[src/rtl/frdr_pkg.sv]
// shared types and constants for the fresnel reflectance pipeline
package frdr_pkg;

  localparam int unsigned SqrtSteps = 31;
  localparam int unsigned DivSteps  = 31;

  localparam logic [16:0] OneQ16 = 17'h1_0000;
  localparam logic [31:0] OneQ31 = 32'h8000_0000;
  localparam logic [30:0] OneQ30 = 31'h4000_0000;
  localparam logic [63:0] HalfLsb = 64'h0000_4000_0000_0000;

  // one beat inside the square root row
  typedef struct packed {
    logic [61:0] rest;
    logic [61:0] root;
    logic [15:0] c;
    logic [15:0] ni;
    logic [31:0] nt2;
    logic        tir;
  } sqrt_t;

  // one beat inside the divider row, two ratios side by side
  typedef struct packed {
    logic [48:0] rem1;
    logic [30:0] quo1;
    logic [48:0] den1;
    logic        one1;
    logic [32:0] rem2;
    logic [30:0] quo2;
    logic [32:0] den2;
    logic        one2;
    logic        tir;
  } div_t;

endpackage

[src/rtl/frdr_sqrt_cell.sv]
// one digit step of the integer square root row
module frdr_sqrt_cell #(
  parameter int unsigned BitPos = 60
) (
  input  logic            clk_i,
  input  logic            rst_ni,
  input  logic            valid_i,
  output logic            ready_o,
  input  frdr_pkg::sqrt_t data_i,
  output logic            valid_o,
  input  logic            ready_i,
  output frdr_pkg::sqrt_t data_o
);
  import frdr_pkg::*;

  localparam logic [61:0] Bit = 62'(1) << BitPos;

  logic  valid_q;
  sqrt_t data_q, data_d;
  logic [61:0] trial;

  // try the next root bit against the remainder
  always_comb begin
    data_d = data_i;
    trial  = data_i.root + Bit;
    if (data_i.rest >= trial) begin
      data_d.rest = data_i.rest - trial;
      data_d.root = (data_i.root >> 1) + Bit;
    end else begin
      data_d.root = data_i.root >> 1;
    end
  end

  assign ready_o = !valid_q || ready_i;

  always_ff @(posedge clk_i or negedge rst_ni) begin
    if (!rst_ni) begin
      valid_q <= 1'b0;
    end else if (ready_o) begin
      valid_q <= valid_i;
    end
  end

  always_ff @(posedge clk_i) begin
    if (valid_i && ready_o) begin
      data_q <= data_d;
    end
  end

  assign valid_o = valid_q;
  assign data_o  = data_q;
endmodule

[config.mk]
export PLATFORM = sky130hd
export DESIGN_NAME = frdr_sqrt_cell
export DESIGN_NICKNAME = d
export VERILOG_FILES = /design/src/rtl/frdr_pkg.sv /design/src/rtl/frdr_sqrt_cell.sv
export SDC_FILE = /design/constraint.sdc
export NUM_CORES = 1
export LEC_CHECK = 0
export BUFFER_PORTS_ARGS = -buffer_cell sky130_fd_sc_hd__buf_4
export CAP_MARGIN = 20
export CORE_ASPECT_RATIO = 1.25
export CORE_MARGIN = 8
export CORE_UTILIZATION = 45
export DETAILED_ROUTE_END_ITERATION = 12
export PLACE_DENSITY_LB_ADDON = 0.05
export SYNTH_ARGS = -nofsm -noshare
export SYNTH_HDL_FRONTEND = slang
export SYNTH_SLANG_ARGS = --single-unit
[constraint.sdc]
create_clock -name clk_i -period 4.8 [get_ports clk_i]
set_input_delay 0.48 -clock clk_i [delete_from_list [all_inputs] [get_ports clk_i]]
set_output_delay 0.48 -clock clk_i [all_outputs]
set_load 0.005 [all_outputs]
==> flow_summary_export.csv <==
group,metric,value,unit
worst_setup_path,r2r-end,"data_o[9]",
run,drv_cap,0,
final_layout,final_nets,1554,
synth,synth_area_per_cell,11.10,um^2
sta,finalCritPeriodShare,0.7896,
worst_setup_path,worstRegToRegCells,3,
pwr,design_power_total,4434,uW
sta,fmax,263.9,MHz
die,io_pins,384,
routing,drc,0,
worst_setup_path,crit_path_cell_trace,"buf_4 -> inv_1 -> ha_1 -> a21oi_1 -> o21ai_0 -> a22o_1 -> nor4_2 -> o31ai_2 -> a2111oi_2 -> nor2_1 -> a221o_1 -> a21oi_4 -> buf_4 -> mux2_1",
pwr,power_frac_seq,0.456,
final_layout,drive_above_1_share,0.3313,
clock_tree,postCtsSetupBuffers,0,
routing,num_vias,8339,
placement,dp.cells,1561,
clock_tree,cts.htree.levels,4,
synth,yosys_warnings,0,
clock_tree,post_cts_resized,0,
clock_tree,clk_pin_slew,70,ps
global_route,grt_max_degree,75,
worst_setup_path,path_max_fanout,39,
routing,detail-route-antenna-nets,0,
sta,skew,10.17,ps
pwr,swShare,0.2773,
routing,totalWireLength,31.39,mm
sta,tightestPinTransition,642.6,ps
sta,setup_tns,0,ps
pwr,combPwrFrac,0.238,
pwr,irDropWorstVdd,282.8,uV
sta,rsz0062_at_grt,"false",
final_layout,layout.cells.non_filler,1593,
final_layout,ff_latch_area,5700,um^2
die,start_util,0.4574,
final_layout,multi_input_area,4021,um^2
sta,timing.final.crit_period,3790,ps
global_route,overflow,0,
routing,drt-initial-drc-count,429,
sta,slew_viol_final,0,
routing,wire_per_inst,19.70,um
worst_setup_path,required,4990,ps
synth,synth_edf_count,189,
worst_setup_path,reg2reg_from,"valid_o",
worst_setup_path,setup.worst_path.start,"data_i[80]",
synth,synth_cell_type_count,60,
synth,syn_inst,915,
final_layout,diodes,0,
sta,fin_ws,1010,ps
global_route,grt_first_pass_wirelength,47.00,mm
routing,drtPass1Iterations,6,
global_route,grt_usage,0.2218,
sta,hold_viol,0,
clock_tree,cts_hold_buf,1,
routing,routed_via_density,5.235,
synth,synthArstFlopShare,0.005263,
worst_setup_path,crit_buf_inv,3,
die,dieArea,27670,um^2
die,coreArea,22210,um^2
clock_tree,clockBufferDepth,2,
synth,netlist.area_leader.share,0.5586,
min_path,min_path_type,"in -> reg",
synth,synth_seq_cells,190,
final_layout,area_delta_synth_final,36.92,%
synth,synth_ff_type,"edfxtp_1",
clock_tree,clk_latency,440,ps
pwr,switchingPower,1229,uW
placement,io_buffers,383,
worst_setup_path,crit_end,"data_o[157]",
clock_tree,cts_sinks,190,
synth,netlist_area,10160,um^2
worst_setup_path,cpMostUsedCell,"buf_4",
clock_tree,cts_buffers,17,
clock_tree,cts_tree,"done",
worst_setup_path,max_stage_delay,390,ps
die,die_x,150.4,um
pwr,leakagePower,0.006142,uW
min_path,hold_depth,1,
global_route,grt_pass1_vias,8630,
worst_setup_path,critPathLaunchType,"primary input",
worst_setup_path,crit_family,"compound AO/OA/AOI/OAI gates",
synth,seq_area_frac_synth,0.5611,
final_layout,fillCellCount,1906,
die,die_y,184.0,um
sta,setup_viol,0,
worst_setup_path,r2r_slack,2880,ps
pwr,clockPowerShare,0.306,
worst_setup_path,end_kind,"register",
die,rows,61,
placement,pre_cts_ws,520.6,ps
clock_tree,cts-root-buf,"clkbuf_16",
placement,place.gp.congestion,0.8908,
worst_setup_path,crit_slowest_cell,"a2111oi_2",
global_route,grt_antenna_before_repair,0,
worst_setup_path,cp_data_arrival_time,3980,ps
synth,yosys.area.top_type,"edfxtp_1",
synth,synth_fp_nets,1171,
pwr,intPower,3205,uW
placement,post-dp-hpwl,25.56,mm
synth,yosys-top-cells-area,"edfxtp_1 (56%), ha_1 (7.6%), o21ai_0 (4.9%), nand2_1 (4.1%), a21oi_1 (3.9%)",
pwr,cellPowerDensity,318.8,nW/um^2
status,status,"finished clean",
worst_setup_path,critical_path_class,"in -> reg",
worst_setup_path,critical_path_depth,14,
sta,maxSlewHeadroom,0.5677,
-- registers in the layout (all words and copies together) (netlist names) --
register	flops
data_o	189
valid_o	1
-- cell type report --
cell class | count | area share
multi-input combinational | 615 | 0.2891
tap | 283 | 0.02545
clock inverter | 11 | 0.008095
clock buffer | 20 | 0.03139
inverter | 80 | 0.02159
timing repair buffer | 394 | 0.2146
sequential | 190 | 0.4098
-- power by group through the flow --
stage	Clock, uW	Combinational, uW	Sequential, uW
after floorplan	0	549	2080
after detailed placement	0	1060	2060
after CTS	1390	1070	2020
after global routing	1450	1170	2030
final	1360	1050	2020
after global placement	0	1050	2050
-- Yosys cell counts, types with 2 or more instances --
cell type / instances
a211oi_1: 3
a21boi_0: 6
a21o_1: 24
a21oi_1: 80
a221o_1: 2
a221oi_1: 2
a31o_2: 4
a31oi_1: 7
and2_1: 8
and3_1: 4
and4_1: 5
buf_2: 4
buf_4: 6
clkbuf_1: 19
edfxtp_1: 189
ha_1: 62
inv_1: 80
mux2_1: 4
nand2_1: 112
nand2b_1: 12
nand3_1: 9
nand4_1: 15
nor2_1: 26
nor2b_1: 9
nor3_1: 6
nor3b_1: 2
nor4_1: 5
o211ai_1: 5
o21a_1: 3
o21ai_0: 100
o21ai_1: 2
o21bai_1: 8
o31ai_1: 3
or3_1: 3
xnor2_1: 27
xor2_1: 35
-- cells by family after synthesis --
logic type | after synthesis | synth area share
compound gates | 265 | 0.1553
xor+xnor | 62 | 0.05345
fa+ha+maj | 63 | 0.07832
buf+inv | 110 | 0.04409
flops | 190 | 0.5611
mux | 5 | 0.005541
simple gates | 220 | 0.1022
-- layout by cell type, fill, tap and decap left out, types with 9 or more instances in the layout --
cell	synthesis	final
a21oi_1	80	80
xor2_1	35	35
inv_1	80	80
o21ai_0	100	100
buf_4	6	391
nand4_1	15	15
clkbuf_16	0	17
nor2_1	26	26
ha_1	62	62
nand3_1	9	9
xnor2_1	27	27
a21o_1	24	24
edfxtp_1	189	189
nand2_1	112	112
nor2b_1	9	9
nand2b_1	12	12
-- worst min path at each step --
stage	start	slack, ps	end
2_1_floorplan	rst_ni	180	valid_o
3_3_place_gp	rst_ni	250	valid_o
3_5_place_dp	rst_ni	260	valid_o
4_1_cts	data_i[24]	180	data_o[24]
5_1_grt	data_i[16]	180	data_o[16]
6_report	data_i[23]	210	data_o[23]
-- through the flow --
| step | util | area, um^2 | hold WS (ps) |
|---|---|---|---|
| after floorplan | - | 10160 | 184.4 |
| after global placement | 0.6011 | 13350 | 255.0 |
| after detailed placement | 0.6011 | 13350 | 257.1 |
| after CTS | 0.6263 | 13910 | 184.2 |
| after global routing | 0.6263 | 13910 | 182.0 |
| final | 0.6263 | 13910 | 209.9 |
-- metal layers --
metal | vias up | global-route usage | share of wire
li1 | 4095 | - | -
met1 | 3919 | 0.2359 | 0.37
met5 | - | 0 | 0
met3 | 29 | 0.07512 | 0.093
met2 | 296 | 0.4061 | 0.53
met4 | 0 | 0.06090 | 0.015
No activity file was read; power rests on OpenSTA's default activity.
