### src/rtl/frdr_pkg.sv
// shared types and constants for the fresnel reflectance pipeline
package frdr_pkg;

  localparam int unsigned SqrtSteps = 31;
  localparam int unsigned DivSteps  = 31;

  localparam logic [16:0] OneQ16 = 17'h1_0000;
  localparam logic [31:0] OneQ31 = 32'h8000_0000;
  localparam logic [30:0] OneQ30 = 31'h4000_0000;
  localparam logic [63:0] HalfLsb = 64'h0000_4000_0000_0000;

  // one beat inside the square root row
  typedef struct packed {
    logic [61:0] rest;
    logic [61:0] root;
    logic [15:0] c;
    logic [15:0] ni;
    logic [31:0] nt2;
    logic        tir;
  } sqrt_t;

  // one beat inside the divider row, two ratios side by side
  typedef struct packed {
    logic [48:0] rem1;
    logic [30:0] quo1;
    logic [48:0] den1;
    logic        one1;
    logic [32:0] rem2;
    logic [30:0] quo2;
    logic [32:0] den2;
    logic        one2;
    logic        tir;
  } div_t;

endpackage

### src/rtl/frdr_div_cell.sv
// one quotient bit for both ratios of the divider row
module frdr_div_cell (
  input  logic           clk_i,
  input  logic           rst_ni,
  input  logic           valid_i,
  output logic           ready_o,
  input  frdr_pkg::div_t data_i,
  output logic           valid_o,
  input  logic           ready_i,
  output frdr_pkg::div_t data_o
);
  import frdr_pkg::*;

  logic        valid_q;
  div_t        data_q, data_d;
  logic [49:0] sh1;
  logic [33:0] sh2;

  // restoring step on each ratio
  always_comb begin
    data_d = data_i;
    sh1    = {data_i.rem1, 1'b0};
    sh2    = {data_i.rem2, 1'b0};
    if (sh1 >= {1'b0, data_i.den1}) begin
      data_d.rem1 = 49'(sh1 - {1'b0, data_i.den1});
      data_d.quo1 = {data_i.quo1[29:0], 1'b1};
    end else begin
      data_d.rem1 = sh1[48:0];
      data_d.quo1 = {data_i.quo1[29:0], 1'b0};
    end
    if (sh2 >= {1'b0, data_i.den2}) begin
      data_d.rem2 = 33'(sh2 - {1'b0, data_i.den2});
      data_d.quo2 = {data_i.quo2[29:0], 1'b1};
    end else begin
      data_d.rem2 = sh2[32:0];
      data_d.quo2 = {data_i.quo2[29:0], 1'b0};
    end
  end

  assign ready_o = !valid_q || ready_i;

  always_ff @(posedge clk_i or negedge rst_ni) begin
    if (!rst_ni) begin
      valid_q <= 1'b0;
    end else if (ready_o) begin
      valid_q <= valid_i;
    end
  end

  always_ff @(posedge clk_i) begin
    if (valid_i && ready_o) begin
      data_q <= data_d;
    end
  end

  assign valid_o = valid_q;
  assign data_o  = data_q;
endmodule
### config.mk
export PLATFORM = sky130hd
export DESIGN_NAME = frdr_div_cell
export DESIGN_NICKNAME = d
export VERILOG_FILES = /design/src/rtl/frdr_pkg.sv /design/src/rtl/frdr_div_cell.sv
export SDC_FILE = /design/constraint.sdc
export NUM_CORES = 1
export LEC_CHECK = 0
export BUFFER_PORTS_ARGS = -buffer_cell sky130_fd_sc_hd__buf_2
export CAP_MARGIN = 40
export CELL_PAD_IN_SITES_DETAIL_PLACEMENT = 1
export CELL_PAD_IN_SITES_GLOBAL_PLACEMENT = 1
export CORE_MARGIN = 8
export CORE_UTILIZATION = 35
export CTS_CLUSTER_DIAMETER = 80
export DETAILED_ROUTE_END_ITERATION = 7
export GPL_TIMING_DRIVEN = 0
export PLACE_DENSITY = 0.86
export SETUP_SLACK_MARGIN = 0.05
export SLEW_MARGIN = 20
export SYNTH_ARGS = -nofsm -noshare
export SYNTH_HDL_FRONTEND = slang
export SYNTH_SLANG_ARGS = --single-unit
### constraint.sdc
create_clock -name clk_i -period 7.85 [get_ports clk_i]
set_input_delay 0 -clock clk_i [delete_from_list [all_inputs] [get_ports clk_i]]
set_output_delay 0 -clock clk_i [all_outputs]
set_load 0.05 [all_outputs]
==> flow_summary.html <==
<table>
<tr><th>Metric</th><th>Value</th></tr>
<tr><th colspan="2">Run status</th></tr>
<tr><td>Result of the run</td><td>finished clean</td></tr>
<tr><th colspan="2">Global route</th></tr>
<tr><td>Total overflow reported by the global router</td><td>0</td></tr>
<tr><td>Pin count of the biggest net entering global routing</td><td>63</td></tr>
<tr><td>Total routing resource utilization after global routing</td><td>25.7%</td></tr>
<tr><td>Wire length of the first global-routing pass</td><td>84,100 µm</td></tr>
<tr><td>Antenna violations before repair</td><td>7</td></tr>
<tr><td>Vias in the first global route</td><td>13,500</td></tr>
<tr><th colspan="2">Critical path</th></tr>
<tr><td>Critical R2R Launch</td><td>valid_o</td></tr>
<tr><td>Largest stage delay on the critical path</td><td>0.58 ns</td></tr>
<tr><td>Crit path capture</td><td>data_o[228]</td></tr>
<tr><td>Type of the worst setup path</td><td>input port to flip-flop</td></tr>
<tr><td>Kind of capture point of the worst setup path</td><td>flip-flop</td></tr>
<tr><td>Critical Path, Cell by Cell</td><td>dlygate4sd3_1 &gt; buf_2 &gt; inv_1 &gt; fa_1 &gt; and2b_1 &gt; o31a_2 &gt; nor3_2 &gt; o21bai_2 &gt; a21oi_1 &gt; o31ai_1 &gt; a21oi_1 &gt; o21ai_0 &gt; xnor2_1 &gt; o21ai_0</td></tr>
<tr><td>Critical path data required time</td><td>8.15 ns</td></tr>
<tr><td>Cells on worst reg2reg path</td><td>4</td></tr>
<tr><td>Worst setup path start</td><td>data_i[180]</td></tr>
<tr><td>Critical path launch point type</td><td>input port</td></tr>
<tr><td>Critical-path top delay cell</td><td>o31ai_1</td></tr>
<tr><td>Reg-to-reg slack, setup</td><td>5.86 ns</td></tr>
<tr><td>Crit-path max FO</td><td>5</td></tr>
<tr><td>Arrival time worst endpoint</td><td>4.04 ns</td></tr>
<tr><td>Worst reg2reg endpoint</td><td>data_o[28]</td></tr>
<tr><th colspan="2">Die</th></tr>
<tr><td>Number of rows created at floorplan</td><td>69</td></tr>
<tr><td>Die outline height</td><td>206 µm</td></tr>
<tr><td>Number of top-level pins</td><td>464</td></tr>
<tr><td>Die width</td><td>206 µm</td></tr>
<tr><td>Area of the die</td><td>0.0425 mm²</td></tr>
<tr><td>Placeable Area</td><td>0.0356 mm²</td></tr>
<tr><td>Initial Utilization</td><td>35.5%</td></tr>
<tr><th colspan="2">Timing</th></tr>
<tr><td>Setup Skew</td><td>0.0165 ns</td></tr>
<tr><td>Worst Tran Pin Value</td><td>0.667 ns</td></tr>
<tr><td>Post-layout min period</td><td>3.74 ns</td></tr>
<tr><td>Max Freq</td><td>0.268 GHz</td></tr>
<tr><td>RSZ-0062 raised after global routing</td><td>no</td></tr>
<tr><td>Final count of hold timing violations</td><td>0</td></tr>
<tr><td>Setup-failing EPs final</td><td>0</td></tr>
<tr><td>Slew Limit Headroom</td><td>55.1%</td></tr>
<tr><td>Final Slew Violations</td><td>0</td></tr>
<tr><td>Hold slack</td><td>0.105 ns</td></tr>
<tr><td>Post-route fraction of the period consumed by the critical path</td><td>47.6%</td></tr>
<tr><th colspan="2">Finish</th></tr>
<tr><td>Layout Utilization</td><td>53.1%</td></tr>
<tr><td>Layout area overhead</td><td>49.3%</td></tr>
<tr><td>Filler-free cell count of the finished design</td><td>2,313</td></tr>
<tr><td>Register area</td><td>0.00690 mm²</td></tr>
<tr><td>Area of the multi-input gates</td><td>0.00521 mm²</td></tr>
<tr><td>Leading cell type in the layout, fill and taps excluded</td><td>buf_2</td></tr>
<tr><td>Number of filler cells placed in the layout</td><td>3,942</td></tr>
<tr><td>Nets</td><td>2,140</td></tr>
<tr><td>Commonest cells after routing, fill and taps aside</td><td>468 x buf_2, 229 x edfxtp_1, 229 x dlygate4sd3_1, 106 x nand2_1, 104 x inv_1</td></tr>
<tr><td>Proportion of layout cells with a drive suffix above 1</td><td>30.9%</td></tr>
<tr><th colspan="2">Clock tree</th></tr>
<tr><td>Maximum count of clock buffers along a single path</td><td>3</td></tr>
<tr><td>CTS clock-pin slew for the worst setup and hold paths</td><td>0.06 ns</td></tr>
<tr><td>Clock Sink Count</td><td>230</td></tr>
<tr><td>Count of cells resized by post-cts repair</td><td>0</td></tr>
<tr><td>Clock buffer count from CTS</td><td>29</td></tr>
<tr><td>Clock root buffer master</td><td>clkbuf_16</td></tr>
<tr><td>Buffers inserted during post-CTS setup optimization</td><td>0</td></tr>
<tr><td>Htree depth</td><td>1</td></tr>
<tr><td>Clock insertion delay at the later pin of the skew report</td><td>0.58 ns</td></tr>
<tr><td>Clock tree from TritonCTS</td><td>built</td></tr>
<tr><td>CTS Hold Bufs</td><td>229</td></tr>
<tr><th colspan="2">Drt</th></tr>
<tr><td>Pre-antenna DRT Iters</td><td>5</td></tr>
<tr><td>Antenna viol nets, final</td><td>0</td></tr>
<tr><td>Detailed Route WL</td><td>57,200 µm</td></tr>
<tr><td>Routed vias</td><td>12,100</td></tr>
<tr><td>Routed length per instance</td><td>24.7 µm</td></tr>
<tr><td>Routed via count divided by cell count</td><td>5.22</td></tr>
<tr><td>Remaining routing DRC violations</td><td>0</td></tr>
<tr><td>Iteration-0 DRC Markers</td><td>636</td></tr>
<tr><th colspan="2">Power and ir drop</th></tr>
<tr><td>Largest vdd supply drop</td><td>0.000188 V</td></tr>
<tr><td>LEAKAGE</td><td>8.37 nW</td></tr>
<tr><td>Power per unit of standard cell area</td><td>216 mW/mm²</td></tr>
<tr><td>Overall power after layout</td><td>4.08 mW</td></tr>
<tr><th colspan="2">Yosys</th></tr>
<tr><td>Cell Area, Synth</td><td>0.0126 mm²</td></tr>
<tr><td>Number of register bits inferred by synthesis</td><td>230</td></tr>
<tr><td>Post-Syn Nets</td><td>1,415</td></tr>
<tr><td>Most used flip-flop cell after synthesis</td><td>edfxtp_1</td></tr>
<tr><td>Number of enable-type register cells in the synthesized netlist</td><td>229</td></tr>
<tr><td>Proportion of register bits with asynchronous set or reset after synthesis</td><td>0.435%</td></tr>
<tr><td>Mean Syn Cell Area</td><td>11.5 µm²</td></tr>
<tr><td>Count of cell types in the netlist</td><td>67</td></tr>
<tr><td>Sequential fraction of the synthesis area</td><td>54.6%</td></tr>
<tr><td>Yosys warning count</td><td>0</td></tr>
<tr><td>Cells after Synth</td><td>1,098</td></tr>
<tr><th colspan="2">Min path</th></tr>
<tr><td>Classification of the worst-slack hold path</td><td>input port to flip-flop</td></tr>
<tr><th colspan="2">Placement</th></tr>
<tr><td>Count of port buffers added during placement</td><td>461</td></tr>
<tr><td>Routability congestion estimate from global placement</td><td>0.841</td></tr>
<tr><td>Placed insts</td><td>2,024</td></tr>
<tr><td>DP Wirelength</td><td>37,600 µm</td></tr>
<tr><th colspan="2">Flow run</th></tr>
<tr><td>Number of max-cap violations</td><td>0</td></tr>
</table>
==> per-stage QoR <==
step,cell area (µm²),setup WS (ns),TNS (ns)
detailed placement,15600,4.29,0
global placement,15500,-0.669,-149.31
global route,18900,3.86,0
finish,18900,4.11,0
CTS,18900,4.28,0
floorplan,12600,0.898,0
==> critical path: cells and delay by family <==
family,cells,cell delay [ns]
AOI/OAI and AO/OA,7,2.44
buffers and inverters,3,0.77
adders and majority gates,1,0.41
and+or+nand+nor,2,0.29
xor gates and xnor gates,1,0.11
==> power breakdown <==
group	switching, mW	internal (mW)
Combinational	0.802	0.417
Clock	0.587	0.761
Sequential	0.0335	1.48
Total	1.42	2.66
==> flip-flops by register name, summed over array words and instances, names as in the netlist <==
name	count
valid_o	1
data_o	229
==> per-layer routing <==
layer  vias to the layer above  routed length, µm  track usage [%]
met2                       605              29200             47.5
met3                       130               4960             6.57
met4                         2               2460             10.7
met1                      5870              20600             27.4
met5                         -                 12                0
li1                       5477                  -                -
==> cell usage after synthesis, types with 3 or more instances <==
master	count	area (µm²)
nand2_1	106	398
xor2_1	20	175
o21ai_1	3	15.0
nand4_1	13	81.3
a21boi_0	5	37.5
o21a_1	11	82.6
nor2_1	48	180
and2_1	7	43.8
o311ai_0	3	26.3
o21ai_0	89	445
a21oi_1	83	415
nor3_1	14	70.1
mux2i_1	5	50.1
edfxtp_1	229	6880
o21bai_1	12	90.1
a31oi_1	5	31.3
a21o_1	36	270
ha_1	82	1030
o211ai_1	6	45.0
nor4_1	5	31.3
or3_1	4	25.0
nand2b_1	12	75.1
buf_2	7	35.0
and4_1	6	52.6
clkbuf_1	9	33.8
mux2_4	22	330
mux2_2	9	101
inv_1	104	390
o31ai_1	7	52.6
nand3_1	18	90.1
buf_6	5	56.3
xnor2_1	49	429
nor2b_1	7	43.8
and3_1	10	62.6
==> cell type report <==
| cell class | count | area share (%) |
|---|---|---|
| inverter | 105 | 2.09 |
| clock buffer | 41 | 4.29 |
| tap | 461 | 3.06 |
| buffer | 24 | 0.756 |
| multi-input combinational | 739 | 27.6 |
| clock inverter | 13 | 0.649 |
| sequential | 230 | 36.6 |
| antenna | 6 | 0.0795 |
| timing repair buffer | 694 | 24.9 |
==> kinds of logic (layout without fill, tap and decap cells) <==
group,Yosys count,in the layout,share of synthesized area (%)
AOI/OAI and AO/OA,289,289,14.3
and+or+nand+nor,260,260,9.75
DFF,230,230,54.6
buffers and inverters,129,877,4.25
adders and majority gates,84,84,8.43
xor gates and xnor gates,69,69,4.78
muxes,37,37,3.90
other,0,6,0
==> worst min-delay path by stage <==
stage                            from     endpoint  slack, ns  cells past startpoint
after global placement         rst_ni      valid_o      -0.22                      1
after detailed placement       rst_ni      valid_o      -0.22                      1
after floorplan                rst_ni      valid_o      -0.30                      0
after CTS                 data_i[228]  data_o[149]       0.06                      5
after global routing      data_i[228]  data_o[149]       0.12                      5
final                     data_i[228]  data_o[149]       0.10                      5
No activity file was read; power rests on OpenSTA's default activity.
